<file path="src/rtl/wqt_pkg.sv">
// wqt_pkg: shared types and constants of the wait queue table.
// Holds field widths, operation and status codes, and the command and
// status structs between controller and datapath. No dependencies.
package wqt_pkg;

	// Default sizes handed to the top level parameters
	localparam int DEPTH_DEF    = 16;
	localparam int TID_BITS_DEF = 16;

	// Fixed port field widths
	localparam int OP_W     = 2;
	localparam int ADDR_W   = 48;
	localparam int TID_W    = 16;
	localparam int CNT_W    = 5;
	localparam int STATUS_W = 3;

	typedef enum logic [OP_W-1:0] {
		OP_PUSH = 2'd0,
		OP_DROP = 2'd1,
		OP_WAKE = 2'd2,
		OP_RSVD = 2'd3
	} op_t;

	typedef enum logic [STATUS_W-1:0] {
		ST_WOKEN   = 3'd0,
		ST_NONE    = 3'd1,
		ST_PUSHED  = 3'd2,
		ST_FULL    = 3'd3,
		ST_DROPPED = 3'd4
	} status_t;

	// Commands from the controller to the datapath
	typedef struct packed {
		logic load;
		logic inc_i;
		logic rd_cur;
		logic rd_top;
		logic push_wr;
		logic mov_wr;
		logic dec_cnt;
		logic take_match;
		logic emit_push;
		logic emit_fin;
	} cmd_t;

	// Status from the datapath to the controller
	typedef struct packed {
		logic full;
		logic scan_done;
		logic match;
		logic last_slot;
		logic out_free;
		logic pend_valid;
	} sts_t;

endpackage

</file>
<file path="src/rtl/wqt_ram.sv">
// wqt_ram: generic single write port RAM with one registered read port.
// No dependencies.
module wqt_ram #(
	parameter int WIDTH = 8,
	parameter int DEPTH = 16
) (
	input  logic                     clk,
	input  logic                     we,
	input  logic [$clog2(DEPTH)-1:0] waddr,
	input  logic [WIDTH-1:0]         wdata,
	input  logic                     re,
	input  logic [$clog2(DEPTH)-1:0] raddr,
	output logic [WIDTH-1:0]         rdata
);

	logic [WIDTH-1:0] mem_q [DEPTH];
	logic [WIDTH-1:0] rdata_q;

	// Write, and register the read data
	always_ff @(posedge clk) begin
		if (we) begin
			mem_q[waddr] <= wdata;
		end
		if (re) begin
			rdata_q <= mem_q[raddr];
		end
	end

	assign rdata = rdata_q;

endmodule

</file>
<file path="src/rtl/wqt_ctrl.sv">
// wqt_ctrl: sequencer of the wait queue table.
// Walks push, drop and wake through read, compare and move steps.
// Depends on wqt_pkg.
module wqt_ctrl (
	input  logic                      clk,
	input  logic                      arst_n,
	input  logic                      in_valid,
	input  logic [wqt_pkg::OP_W-1:0]  in_op,
	output logic                      in_stall,
	input  wqt_pkg::sts_t             sts,
	output wqt_pkg::cmd_t             cmd
);

	typedef enum logic [2:0] {
		S_IDLE,
		S_PUSH,
		S_RD,
		S_CHK,
		S_MOV,
		S_FIN
	} state_t;

	state_t state_q;
	state_t state_nx;

	// Decode commands and next state
	always_comb begin
		cmd      = '0;
		state_nx = state_q;
		case (state_q)
			S_IDLE: begin
				if (in_valid) begin
					cmd.load = 1'b1;
					case (wqt_pkg::op_t'(in_op))
						wqt_pkg::OP_PUSH: state_nx = S_PUSH;
						wqt_pkg::OP_DROP,
						wqt_pkg::OP_WAKE: state_nx = S_RD;
						default:          state_nx = S_IDLE;
					endcase
				end
			end
			S_PUSH: begin
				if (sts.out_free) begin
					cmd.emit_push = 1'b1;
					cmd.push_wr   = !sts.full;
					state_nx      = S_IDLE;
				end
			end
			S_RD: begin
				if (sts.scan_done) begin
					state_nx = S_FIN;
				end else begin
					cmd.rd_cur = 1'b1;
					state_nx   = S_CHK;
				end
			end
			S_CHK: begin
				if (!sts.match) begin
					cmd.inc_i = 1'b1;
					state_nx  = S_RD;
				end else if (!sts.pend_valid || sts.out_free) begin
					// Take the match; swap the top entry in unless it is the match
					cmd.take_match = 1'b1;
					if (sts.last_slot) begin
						cmd.dec_cnt = 1'b1;
						state_nx    = S_RD;
					end else begin
						cmd.rd_top = 1'b1;
						state_nx   = S_MOV;
					end
				end
			end
			S_MOV: begin
				cmd.mov_wr  = 1'b1;
				cmd.dec_cnt = 1'b1;
				state_nx    = S_RD;
			end
			S_FIN: begin
				if (sts.out_free) begin
					cmd.emit_fin = 1'b1;
					state_nx     = S_IDLE;
				end
			end
			default: state_nx = S_IDLE;
		endcase
	end

	// Hold state
	always_ff @(posedge clk or negedge arst_n) begin
		if (!arst_n) begin
			state_q <= S_IDLE;
		end else begin
			state_q <= state_nx;
		end
	end

	assign in_stall = (state_q != S_IDLE);

endmodule

</file>
<file path="src/rtl/wqt_dpath.sv">
// wqt_dpath: entry store, scan index, counters and result register.
// Depends on wqt_pkg and wqt_ram.
module wqt_dpath #(
	parameter int DEPTH    = wqt_pkg::DEPTH_DEF,
	parameter int TID_BITS = wqt_pkg::TID_BITS_DEF
) (
	input  logic                          clk,
	input  logic                          arst_n,
	input  wqt_pkg::cmd_t                 cmd,
	output wqt_pkg::sts_t                 sts,
	input  logic [wqt_pkg::OP_W-1:0]      operation,
	input  logic [wqt_pkg::ADDR_W-1:0]    wait_address,
	input  logic [wqt_pkg::TID_W-1:0]     thread_id,
	input  logic [wqt_pkg::CNT_W-1:0]     wake_count,
	input  logic                          wake_all,
	output logic                          out_valid,
	input  logic                          out_stall,
	output logic [wqt_pkg::STATUS_W-1:0]  status,
	output logic [wqt_pkg::TID_W-1:0]     woken_thread,
	output logic [wqt_pkg::CNT_W-1:0]     removed_count,
	output logic                          last
);

	localparam int AW = $clog2(DEPTH);
	localparam int CW = $clog2(DEPTH + 1);
	localparam int LW = (CW > wqt_pkg::CNT_W) ? CW : wqt_pkg::CNT_W;
	localparam int WW = wqt_pkg::ADDR_W + TID_BITS;

	wqt_pkg::op_t                op_q;
	logic [wqt_pkg::ADDR_W-1:0]  addr_q;
	logic [TID_BITS-1:0]         tid_q;
	logic [LW-1:0]               left_q;
	logic [CW-1:0]               i_q;
	logic [CW-1:0]               cnt_q;
	logic [CW-1:0]               removed_q;
	logic [TID_BITS-1:0]         pend_tid_q;
	logic                        pend_valid_q;

	logic                        out_valid_q;
	wqt_pkg::status_t            status_q;
	logic [wqt_pkg::TID_W-1:0]   woken_q;
	logic [wqt_pkg::CNT_W-1:0]   removed_out_q;
	logic                        last_q;

	logic                        ram_we;
	logic [AW-1:0]               ram_waddr;
	logic [WW-1:0]               ram_wdata;
	logic [AW-1:0]               ram_raddr;
	logic [WW-1:0]               ram_rdata;
	logic [TID_BITS-1:0]         rd_tid;
	logic [wqt_pkg::ADDR_W-1:0]  rd_addr;
	logic                        is_wake;
	logic                        out_free;

	assign rd_tid   = ram_rdata[TID_BITS-1:0];
	assign rd_addr  = ram_rdata[WW-1:TID_BITS];
	assign is_wake  = (op_q == wqt_pkg::OP_WAKE);
	assign out_free = !out_valid_q || !out_stall;

	// Entry store: push writes at the top, a move copies the top into slot i
	assign ram_we    = cmd.push_wr || cmd.mov_wr;
	assign ram_waddr = cmd.push_wr ? AW'(cnt_q) : AW'(i_q);
	assign ram_wdata = cmd.push_wr ? {addr_q, tid_q} : ram_rdata;
	assign ram_raddr = cmd.rd_top ? AW'(cnt_q - CW'(1)) : AW'(i_q);

	wqt_ram #(
		.WIDTH (WW),
		.DEPTH (DEPTH)
	) u_ram (
		.clk   (clk),
		.we    (ram_we),
		.waddr (ram_waddr),
		.wdata (ram_wdata),
		.re    (cmd.rd_cur || cmd.rd_top),
		.raddr (ram_raddr),
		.rdata (ram_rdata)
	);

	// Status to the controller
	always_comb begin
		sts.full       = (cnt_q == CW'(DEPTH));
		sts.scan_done  = (i_q >= cnt_q) || (is_wake && (left_q == '0));
		sts.match      = is_wake ? (rd_addr == addr_q) : (rd_tid == tid_q);
		sts.last_slot  = ((i_q + CW'(1)) == cnt_q);
		sts.out_free   = out_free;
		sts.pend_valid = pend_valid_q;
	end

	// Latch the item, and the thread id of each wake match
	always_ff @(posedge clk) begin
		if (cmd.load) begin
			op_q   <= wqt_pkg::op_t'(operation);
			addr_q <= wait_address;
			tid_q  <= TID_BITS'(thread_id);
		end
		if (cmd.take_match && is_wake) begin
			pend_tid_q <= rd_tid;
		end
	end

	// Scan index, budget (the entry count when wake_all is set), removal tally and pending woken thread
	always_ff @(posedge clk or negedge arst_n) begin
		if (!arst_n) begin
			left_q       <= '0;
			i_q          <= '0;
			removed_q    <= '0;
			pend_valid_q <= 1'b0;
		end else if (cmd.load) begin
			left_q       <= wake_all ? LW'(cnt_q) : LW'(wake_count);
			i_q          <= '0;
			removed_q    <= '0;
			pend_valid_q <= 1'b0;
		end else begin
			if (cmd.inc_i) begin
				i_q <= i_q + CW'(1);
			end
			if (cmd.take_match) begin
				if (is_wake) begin
					pend_valid_q <= 1'b1;
					left_q       <= left_q - LW'(1);
				end else begin
					removed_q <= removed_q + CW'(1);
				end
			end
		end
	end

	// Entry count
	always_ff @(posedge clk or negedge arst_n) begin
		if (!arst_n) begin
			cnt_q <= '0;
		end else if (cmd.push_wr) begin
			cnt_q <= cnt_q + CW'(1);
		end else if (cmd.dec_cnt) begin
			cnt_q <= cnt_q - CW'(1);
		end
	end

	// Result register valid: set on emit or on a further wake match, drop when taken
	always_ff @(posedge clk or negedge arst_n) begin
		if (!arst_n) begin
			out_valid_q <= 1'b0;
		end else if (cmd.emit_push || cmd.emit_fin || (cmd.take_match && pend_valid_q)) begin
			out_valid_q <= 1'b1;
		end else if (!out_stall) begin
			out_valid_q <= 1'b0;
		end
	end

	// Result payload
	always_ff @(posedge clk) begin
		if (cmd.emit_push) begin
			status_q      <= sts.full ? wqt_pkg::ST_FULL : wqt_pkg::ST_PUSHED;
			woken_q       <= '0;
			removed_out_q <= '0;
			last_q        <= 1'b1;
		end else if (cmd.take_match && pend_valid_q) begin
			// A further match shows the pending woken thread is not the last
			status_q      <= wqt_pkg::ST_WOKEN;
			woken_q       <= wqt_pkg::TID_W'(pend_tid_q);
			removed_out_q <= '0;
			last_q        <= 1'b0;
		end else if (cmd.emit_fin) begin
			if (!is_wake) begin
				status_q      <= wqt_pkg::ST_DROPPED;
				woken_q       <= '0;
				removed_out_q <= wqt_pkg::CNT_W'(removed_q);
			end else if (pend_valid_q) begin
				status_q      <= wqt_pkg::ST_WOKEN;
				woken_q       <= wqt_pkg::TID_W'(pend_tid_q);
				removed_out_q <= '0;
			end else begin
				status_q      <= wqt_pkg::ST_NONE;
				woken_q       <= '0;
				removed_out_q <= '0;
			end
			last_q <= 1'b1;
		end
	end

	assign out_valid     = out_valid_q;
	assign status        = status_q;
	assign woken_thread  = woken_q;
	assign removed_count = removed_out_q;
	assign last          = last_q;

endmodule

</file>
<file path="src/rtl/wait_queue_table.sv">
// Wait queue table: up to DEPTH waiters (wait address, thread id) in one RAM.
// A push appends a waiter or reports the table full; a drop removes every
// waiter of a thread id and reports how many went; a wake scans in order and
// removes up to wake_count waiters on an address (all with wake_all), giving
// one woken item per thread with the final one marked by last, or a single
// none-woken item. A removed entry is refilled from the top of the table and
// that entry is checked in turn. The entry RAM has one read port with a
// registered read, so a drop or wake reads each visited entry before it
// compares it; operation code 3 is taken with no result. A result held by
// out_stall delays the next result of the same item. An item is taken
// while the previous result still waits on out_stall.
// Depends on wqt_pkg, wqt_ctrl, wqt_dpath, wqt_ram.
module wait_queue_table #(
	parameter int DEPTH    = wqt_pkg::DEPTH_DEF,
	parameter int TID_BITS = wqt_pkg::TID_BITS_DEF
) (
	input  logic                          clk,
	input  logic                          arst_n,
	input  logic                          in_valid,
	output logic                          in_stall,
	input  logic [wqt_pkg::OP_W-1:0]      operation,
	input  logic [wqt_pkg::ADDR_W-1:0]    wait_address,
	input  logic [wqt_pkg::TID_W-1:0]     thread_id,
	input  logic [wqt_pkg::CNT_W-1:0]     wake_count,
	input  logic                          wake_all,
	output logic                          out_valid,
	input  logic                          out_stall,
	output logic [wqt_pkg::STATUS_W-1:0]  status,
	output logic [wqt_pkg::TID_W-1:0]     woken_thread,
	output logic [wqt_pkg::CNT_W-1:0]     removed_count,
	output logic                          last
);

	wqt_pkg::cmd_t cmd;
	wqt_pkg::sts_t sts;

	wqt_ctrl u_ctrl (
		.clk      (clk),
		.arst_n   (arst_n),
		.in_valid (in_valid),
		.in_op    (operation),
		.in_stall (in_stall),
		.sts      (sts),
		.cmd      (cmd)
	);

	wqt_dpath #(
		.DEPTH    (DEPTH),
		.TID_BITS (TID_BITS)
	) u_dpath (
		.clk           (clk),
		.arst_n        (arst_n),
		.cmd           (cmd),
		.sts           (sts),
		.operation     (operation),
		.wait_address  (wait_address),
		.thread_id     (thread_id),
		.wake_count    (wake_count),
		.wake_all      (wake_all),
		.out_valid     (out_valid),
		.out_stall     (out_stall),
		.status        (status),
		.woken_thread  (woken_thread),
		.removed_count (removed_count),
		.last          (last)
	);

`ifndef SYNTHESIS
	// Only a woken item may be followed by more items of the same request
	a_last_unless_woken: assert property (@(posedge clk) disable iff (!arst_n)
		out_valid && (status != wqt_pkg::ST_WOKEN) |-> last)
		else $error("non-woken item without last");

	a_removed_only_on_drop: assert property (@(posedge clk) disable iff (!arst_n)
		out_valid && (status != wqt_pkg::ST_DROPPED) |-> (removed_count == '0))
		else $error("removed_count set outside a drop");

	a_thread_only_on_wake: assert property (@(posedge clk) disable iff (!arst_n)
		out_valid && (status != wqt_pkg::ST_WOKEN) |-> (woken_thread == '0))
		else $error("woken_thread set outside a wake");

	// A real operation always makes the sequencer busy once it is taken
	a_busy_after_accept: assert property (@(posedge clk) disable iff (!arst_n)
		in_valid && !in_stall && (operation != wqt_pkg::OP_RSVD) |=> in_stall)
		else $error("item taken without the sequencer going busy");
`endif

endmodule
</file>
<file path="config.mk">
export PLATFORM = sky130hd
export DESIGN_NAME = wait_queue_table
export DESIGN_NICKNAME = d
export VERILOG_FILES = /design/src/rtl/wqt_pkg.sv /design/src/rtl/wqt_ram.sv /design/src/rtl/wqt_ctrl.sv /design/src/rtl/wqt_dpath.sv /design/src/rtl/wait_queue_table.sv
export SDC_FILE = /design/constraint.sdc
export NUM_CORES = 2
export LEC_CHECK = 0
export ABC_AREA = 0
export BUFFER_PORTS_ARGS = -buffer_cell sky130_fd_sc_hd__buf_4
export CORE_ASPECT_RATIO = 1.5
export CORE_MARGIN = 2
export CORE_UTILIZATION = 28
export CTS_CLUSTER_DIAMETER = 50
export DETAILED_ROUTE_END_ITERATION = 8
export GPL_TIMING_DRIVEN = 0
export PLACE_DENSITY_LB_ADDON = 0.3
export REMOVE_ABC_BUFFERS = 1
export SLEW_MARGIN = 30
export SYNTH_ARGS = -nofsm -noshare
export SYNTH_HDL_FRONTEND = slang
export SYNTH_SLANG_ARGS = --single-unit
</file>
<file path="constraint.sdc">
create_clock -name clk -period 9.2 [get_ports clk]
set_input_delay 0.92 -clock clk [delete_from_list [all_inputs] [get_ports clk]]
set_output_delay 0.92 -clock clk [all_outputs]
set_load 0.05 [all_outputs]
</file>
After elaboration in Yosys (flattened, before gate mapping)
Memory sizes are Yosys's and may differ from the RTL's. A register that Yosys moved wholly into a read port is not among the register bits.
Cells that the tools add are included.
Widths: inputs -> output; s select.
- register bits: 132
- RAM bits: 1024
- bits of input ports: 76
- logic and storage cells: 133
- memories: 1
- add/sub/neg operators: 5
- magnitude comparators: 1
- equality and inequality tests: 17
- multiplexer cells: 64
- reduce and logical (&&, ||, !) cells: 30
- memory list (name ; words ; bits a word ; rd ports ; clocked after memory_dff ; write ports ; RTL line ; RTL):
    u_dpath.u_ram.mem_q ; 16 ; 64 ; 1 ; 1 ; 1 ; wqt_ram.sv:16 ; logic [WIDTH-1:0] mem_q [DEPTH];
- operators by type and width (kind ; count):
    $mux 16 ; 4
    $mux 64 ; 1
    $mux 5 ; 12
    $eq 48x48->1 ; 1
    $mux 1 ; 30
    $mux 3 ; 10
    $eq 16x16->1 ; 1
    $add 5x1->5 const B ; 3
    $pmux 3 s5 ; 1
    $reduce_bool 2->1 ; 5
    $sub 5x1->5 const B ; 2
    $mux 4 ; 2
    $logic_or 1x1->1 ; 7
    $eq 3x2->1 const B ; 2
    $eq 3x3->1 const B ; 2
    $reduce_bool 3->1 ; 2
    $reduce_or 2->1 ; 3
    $eq 5x5->1 ; 1
    $eq 5x5->1 const B ; 1
    $ge 5x5->1 ; 1
    $logic_not 5->1 ; 1
    $eq 2x2->1 const B ; 2
    $logic_not 1->1 ; 4
    $mux 2 ; 2
    12 further kinds ; 17

Longest topological paths before layout
- depth in word-level cells: 9
- mapped depth: 13
- depth with buffers taken out: 11

Modules after synthesis
From an unflattened synthesis, not the netlist that was laid out.
- cell total of the unflattened synthesis: 2167
- area, all modules: 46821.2 um^2
- modules (own cells, without submodules) (module ; instances ; cells an instance ; area an instance (um^2)):
    wqt_ram ; 1 ; 1647 ; 40222.3
    wqt_dpath ; 1 ; 483 ; 6288.5
    wqt_ctrl ; 1 ; 37 ; 310.3

Worst setup path before layout
Ideal clock, no wire load.
- kind: reg2reg
- from: reg u_dpath.i_q[0]
- to: reg u_dpath.u_ram.rdata_q[0] (netlist: u_dpath.u_ram.rdata[0]), read port of u_dpath.u_ram.mem_q, enable pin
- arrival: 6562 ps
- slack: 2058 ps
- cell stages (with the launch flop): 10
- path buffers: 1
- period minus slack after synthesis: 7142 ps
- cells stage by stage: dfrtp_1 -> clkbuf_1 -> inv_1 -> ha_1 -> nand2b_1 -> a21o_1 -> a21o_1 -> a21o_1 -> a211o_1 -> o31ai_1
- cells in the longest elaborated chain, start to end: 7
- ends and longest elaborated chain (element ; RTL line ; RTL):
    from (decl) ; wqt_dpath.sv:33 ; logic [CW-1:0] i_q;
    from (signal assigned) ; wqt_dpath.sv:115 ; i_q <= i_q + CW'(1);
    $add 5x1->5 ; wqt_dpath.sv:84 ; sts.last_slot = ((i_q + CW'(1)) == cnt_q);
    $eq 5x5->1 ; wqt_dpath.sv:84 ;
    $mux 1 ; wqt_ctrl.sv:64 ; if (sts.last_slot) begin
    $mux 1 ; wqt_ctrl.sv:61 ; end else if (!sts.pend_valid || sts.out_free) begin
    $mux 1 ; wqt_ctrl.sv:58 ; if (!sts.match) begin
    $mux 1 ; wqt_ctrl.sv:30 ; case (state_q)
    $logic_or 1x1->1 (*) ; wqt_dpath.sv:74 ; .re (cmd.rd_cur || cmd.rd_top),
    via u_dpath.u_ram.re ; wqt_ram.sv:11 ; input logic re,
    to (decl) ; wqt_ram.sv:17 ; logic [WIDTH-1:0] rdata_q;
Mark *: on every way through the listed nets, which the timed path passes. The rest lies on a longest branch.
A chain may end at the register's enable or synchronous reset.

Worst setup path after layout
- from: reg u_dpath.addr_q[36] (netlist name)
- to: reg u_dpath.u_ram.rdata_q[25] (netlist: u_dpath.u_ram.rdata[25]), read port of u_dpath.u_ram.mem_q (data pin)
- cells in the longest elaborated chain, start to end: 5
- ends and longest elaborated chain (element ; RTL line ; RTL):
    from (decl) ; wqt_dpath.sv:30 ; logic [wqt_pkg::ADDR_W-1:0] addr_q;
    from (signal assigned) ; wqt_dpath.sv:93 ; addr_q <= wait_address;
    $eq 48x48->1 (*) ; wqt_dpath.sv:83 ; sts.match = is_wake ? (rd_addr == addr_q) : (rd_tid == tid_q);
    $mux 1 (*) ; wqt_dpath.sv:83 ;
    $mux 1 (*) ; wqt_ctrl.sv:58 ;
    $mux 1 (*) ; wqt_ctrl.sv:30 ;
    $mux 4 or $logic_or 1x1->1 (tied branches) ; wqt_dpath.sv:64, wqt_dpath.sv:74 ;
Mark *: on every way between the ends. The rest lies on a longest branch, timed or not.

==> flow_summary.ini <==
[run_status]
outcome = finished, final reports clean

[clock_network]
clockBufferDepth = 3
cts_made_buffers = 144
root_buffer = clkbuf_16
cts_tree = yes
cts.htree.levels = 4
cts-hold-fix-buffers = 0
cts_setup_buffers = 0
numClockSinks = 1220
cts-resized-gates = 0
clk_pin_slew_worst_paths_ps = 50
insertion_delay_ps = 750

[setup_path]
critPathTopFamily = simple AND/OR/NAND/NOR gates
crit_cells = 19
endpoint = u_dpath.u_ram.rdata[25]$_DFFE_PP_
cp.buffers_inverters = 10
startpoint_type = flip-flop
slowest_stage = nor4_4
endpoint_kind = flip-flop
path_class = flip-flop to flip-flop
crit_top_cell = buf_8
path_cells = xor2_1 -> nor4_2 -> nand4_1 -> nor4_4 -> o211a_4 -> mux2i_4 -> buf_8 -> buf_8 -> buf_16 -> buf_6 -> buf_8 -> buf_16 -> buf_16 -> buf_8 -> buf_8 -> buf_8 -> mux2i_1 -> o22ai_1 -> or4_1
r2r_end = u_dpath.u_ram.rdata[25]$_DFFE_PP_
reg2reg_slack_ps = 2730
worstPathMaxFanout = 13
crit_start = u_dpath.addr_q[36]$_DFFE_PP_
reg2reg_from = u_dpath.addr_q[36]$_DFFE_PP_
crit_required_ps = 9670
slowest_delay_ps = 670
reg2reg_depth = 19
critPathArrivalTime_ps = 6950

[sta]
fin_crit_sh = 0.704
slew_viol_final = 0
maxSlewHeadroom = 0.344
tightest_slew_ps = 979
clock_skew_ps = 21.7
finalSetupViolCount = 0
fmax_mhz = 154
finalSetupTns_ps = 0
finalHoldViolations = 0
period_needed_ps = 6470
fin_hold_ws_ps = 87.3
grt_setup_unrepaired = no

[synth]
synthTopCellsByArea = edfxtp_1, mux2i_1, o22ai_1
ys.flop_type = edfxtp_1
synth_warnings = 0
synthArstFlopShare = 0.0205
ys_seq_elements = 1220
netlist_area_um2 = 47600
synth_edf_count = 1173
synth.distinct_cells = 56
syn_avg_cell_area_um2 = 17.2
yosysTopAreaCell = edfxtp_1
ys_seq_area_frac = 0.763
syn_inst = 2767
synth_top_cell_area_share = 0.741

[die]
start_util = 0.281
die_width_um = 341
die_area_um2 = 173000
core_um2 = 169000
die_y_um = 509
num_rows = 185
ios = 103

[pwr]
ir_drop_uv = 194
p_per_area_nw_per_um2 = 320
leakage_nw = 21.5

[detailed_routing]
drt-pass1-iter-count = 5
detail-route-antenna-nets = 0
vias = 25900
drc = 0
routed_wl_um = 127000
wl_per_cell_um = 23.4
via_per_inst = 4.77
drt-initial-drc-count = 2443

[cells_and_area]
area_delta_synth_final_pct = 25.3
layout_commonest_cell = edfxtp_1
drive_gt1_frac = 0.169
fin_nets = 3159
fin_area_um2 = 59600
final_cell_mix = edfxtp_1, mux2i_1, o22ai_1
final_core_util = 0.353

[placed_design]
place_hpwl_um = 85100
routabilityCongestion = 0.702
placed_cell_area_um2 = 55000
io_buffers = 102

[min_path]
hp-class = primary input to async pin

[global_routing]
grt_max_degree = 38
grt.total_usage = 0.144
grt_pass1_wl_um = 184000
antenna_found_initial = 2
grt_remaining_overflow = 0
grt_pass1_vias = 25800

[job]
drv_cap = 0
-- area by class of cell --
class                           instances  area, um2
Fill cell                           15900     109000
Clock inverter                         81        791
Antenna cell                            1       2.50
Inverter                               15       61.3
Multi-Input combinational cell       1390      10600
Sequential cell                      1220      36300
Tap cell                             2244       2810
Timing Repair Buffer                  301       5260
Clock buffer                          179       3790
-- cells in the mapped netlist, types with 12 or more instances --
master	count
o22ai_1	256
inv_1	14
dfxtp_1	22
nand2_1	228
nor3_1	12
buf_2	41
nor2_1	62
buf_6	28
mux2i_1	520
a21oi_1	21
nand3_1	16
clkbuf_1	49
buf_4	13
a22oi_1	18
or4_1	64
dfrtp_1	25
xor2_1	69
edfxtp_1	1173
o21ai_0	16
nor4_1	15
-- per-stage QoR --
step / total power, mW / worst slack (ps) / std cells
finish: 19.1 / 2730 / 5431
global placement: 13.1 / -50960 / 4971
detailed placement: 13.7 / 2570 / 5170
CTS: 19.2 / 2520 / 5430
floorplan: 11.6 / -32120 / 2625
global route: 19.8 / 2370 / 5431
-- registers in the layout, summed over array words and instances (netlist names) --
name and cells:
u_dpath.i_q 5, u_dpath.last 1, u_dpath.status 3, u_dpath.tid_q 16, u_dpath.out_valid 1, u_dpath.u_ram.mem_q 1024
u_dpath.u_ram.rdata 64, u_dpath.woken_thread 16, u_dpath.removed_q 5, u_dpath.pend_tid_q 16, u_dpath.removed_count 5, u_dpath.addr_q 48
u_ctrl.state_q 3, u_dpath.left_q 5, u_dpath.pend_valid_q 1, u_dpath.cnt_q 5, u_dpath.op_q 2
-- worst reg2reg max path, cell delays in order (launching register included) --
cell and delay (ps):
edfxtp_1 460, xor2_1 220, nor4_2 580, nand4_1 440, nor4_4 670, o211a_4 420, mux2i_4 590, buf_8 260
buf_8 190, buf_16 160, buf_6 170, buf_8 200, buf_16 180, buf_16 170, buf_8 200, buf_8 210
buf_8 210, mux2i_1 230, o22ai_1 100, or4_1 550
-- worst min-delay path by stage --
stage | slack [ps] | end | start
global placement | 450 | u_dpath.removed_count[3]$_SDFFE_PP0P_ | u_dpath.removed_count[3]$_SDFFE_PP0P_
finish | 90 | u_dpath.out_valid$_DFFE_PN0P_ | arst_n
CTS | 60 | u_dpath.removed_q[2]$_DFFE_PN0P_ | arst_n
detailed placement | 450 | u_dpath.removed_count[3]$_SDFFE_PP0P_ | u_dpath.removed_count[3]$_SDFFE_PP0P_
floorplan | 460 | u_dpath.woken_thread[0]$_SDFFE_PP0P_ | u_dpath.pend_tid_q[0]$_DFFE_PP_
global route | 90 | u_dpath.out_valid$_DFFE_PN0P_ | arst_n
-- per-layer routing --
metal / global-route usage / up-vias / part of all wire
li1: - / 11600 / -
met1: 0.204 / 13500 / 0.46
met2: 0.231 / 684 / 0.47
met3: 0.0220 / 157 / 0.049
met4: 0.0378 / 0 / 0.019
met5: 0 / - / 0
-- report_power, final --
part           leakage [nW]  total [mW]  switching, mW  internal (mW)
clock network          2.20        5.51           2.26           3.25
registers              11.1        8.15          0.316           7.84
logic                  8.21        5.39           3.38           2.01
total                  21.5        19.1           5.95           13.1
-- logic make-up after synthesis --
logic type	after synthesis	share of synthesized area
flops	1220	0.763
mux	521	0.110
simple gates	431	0.0428
compound gates	348	0.0478
buf+inv	157	0.0193
xor+xnor	79	0.0145
fa+ha+maj	11	0.00289
Note: power is estimated with default switching activity, not from simulation.
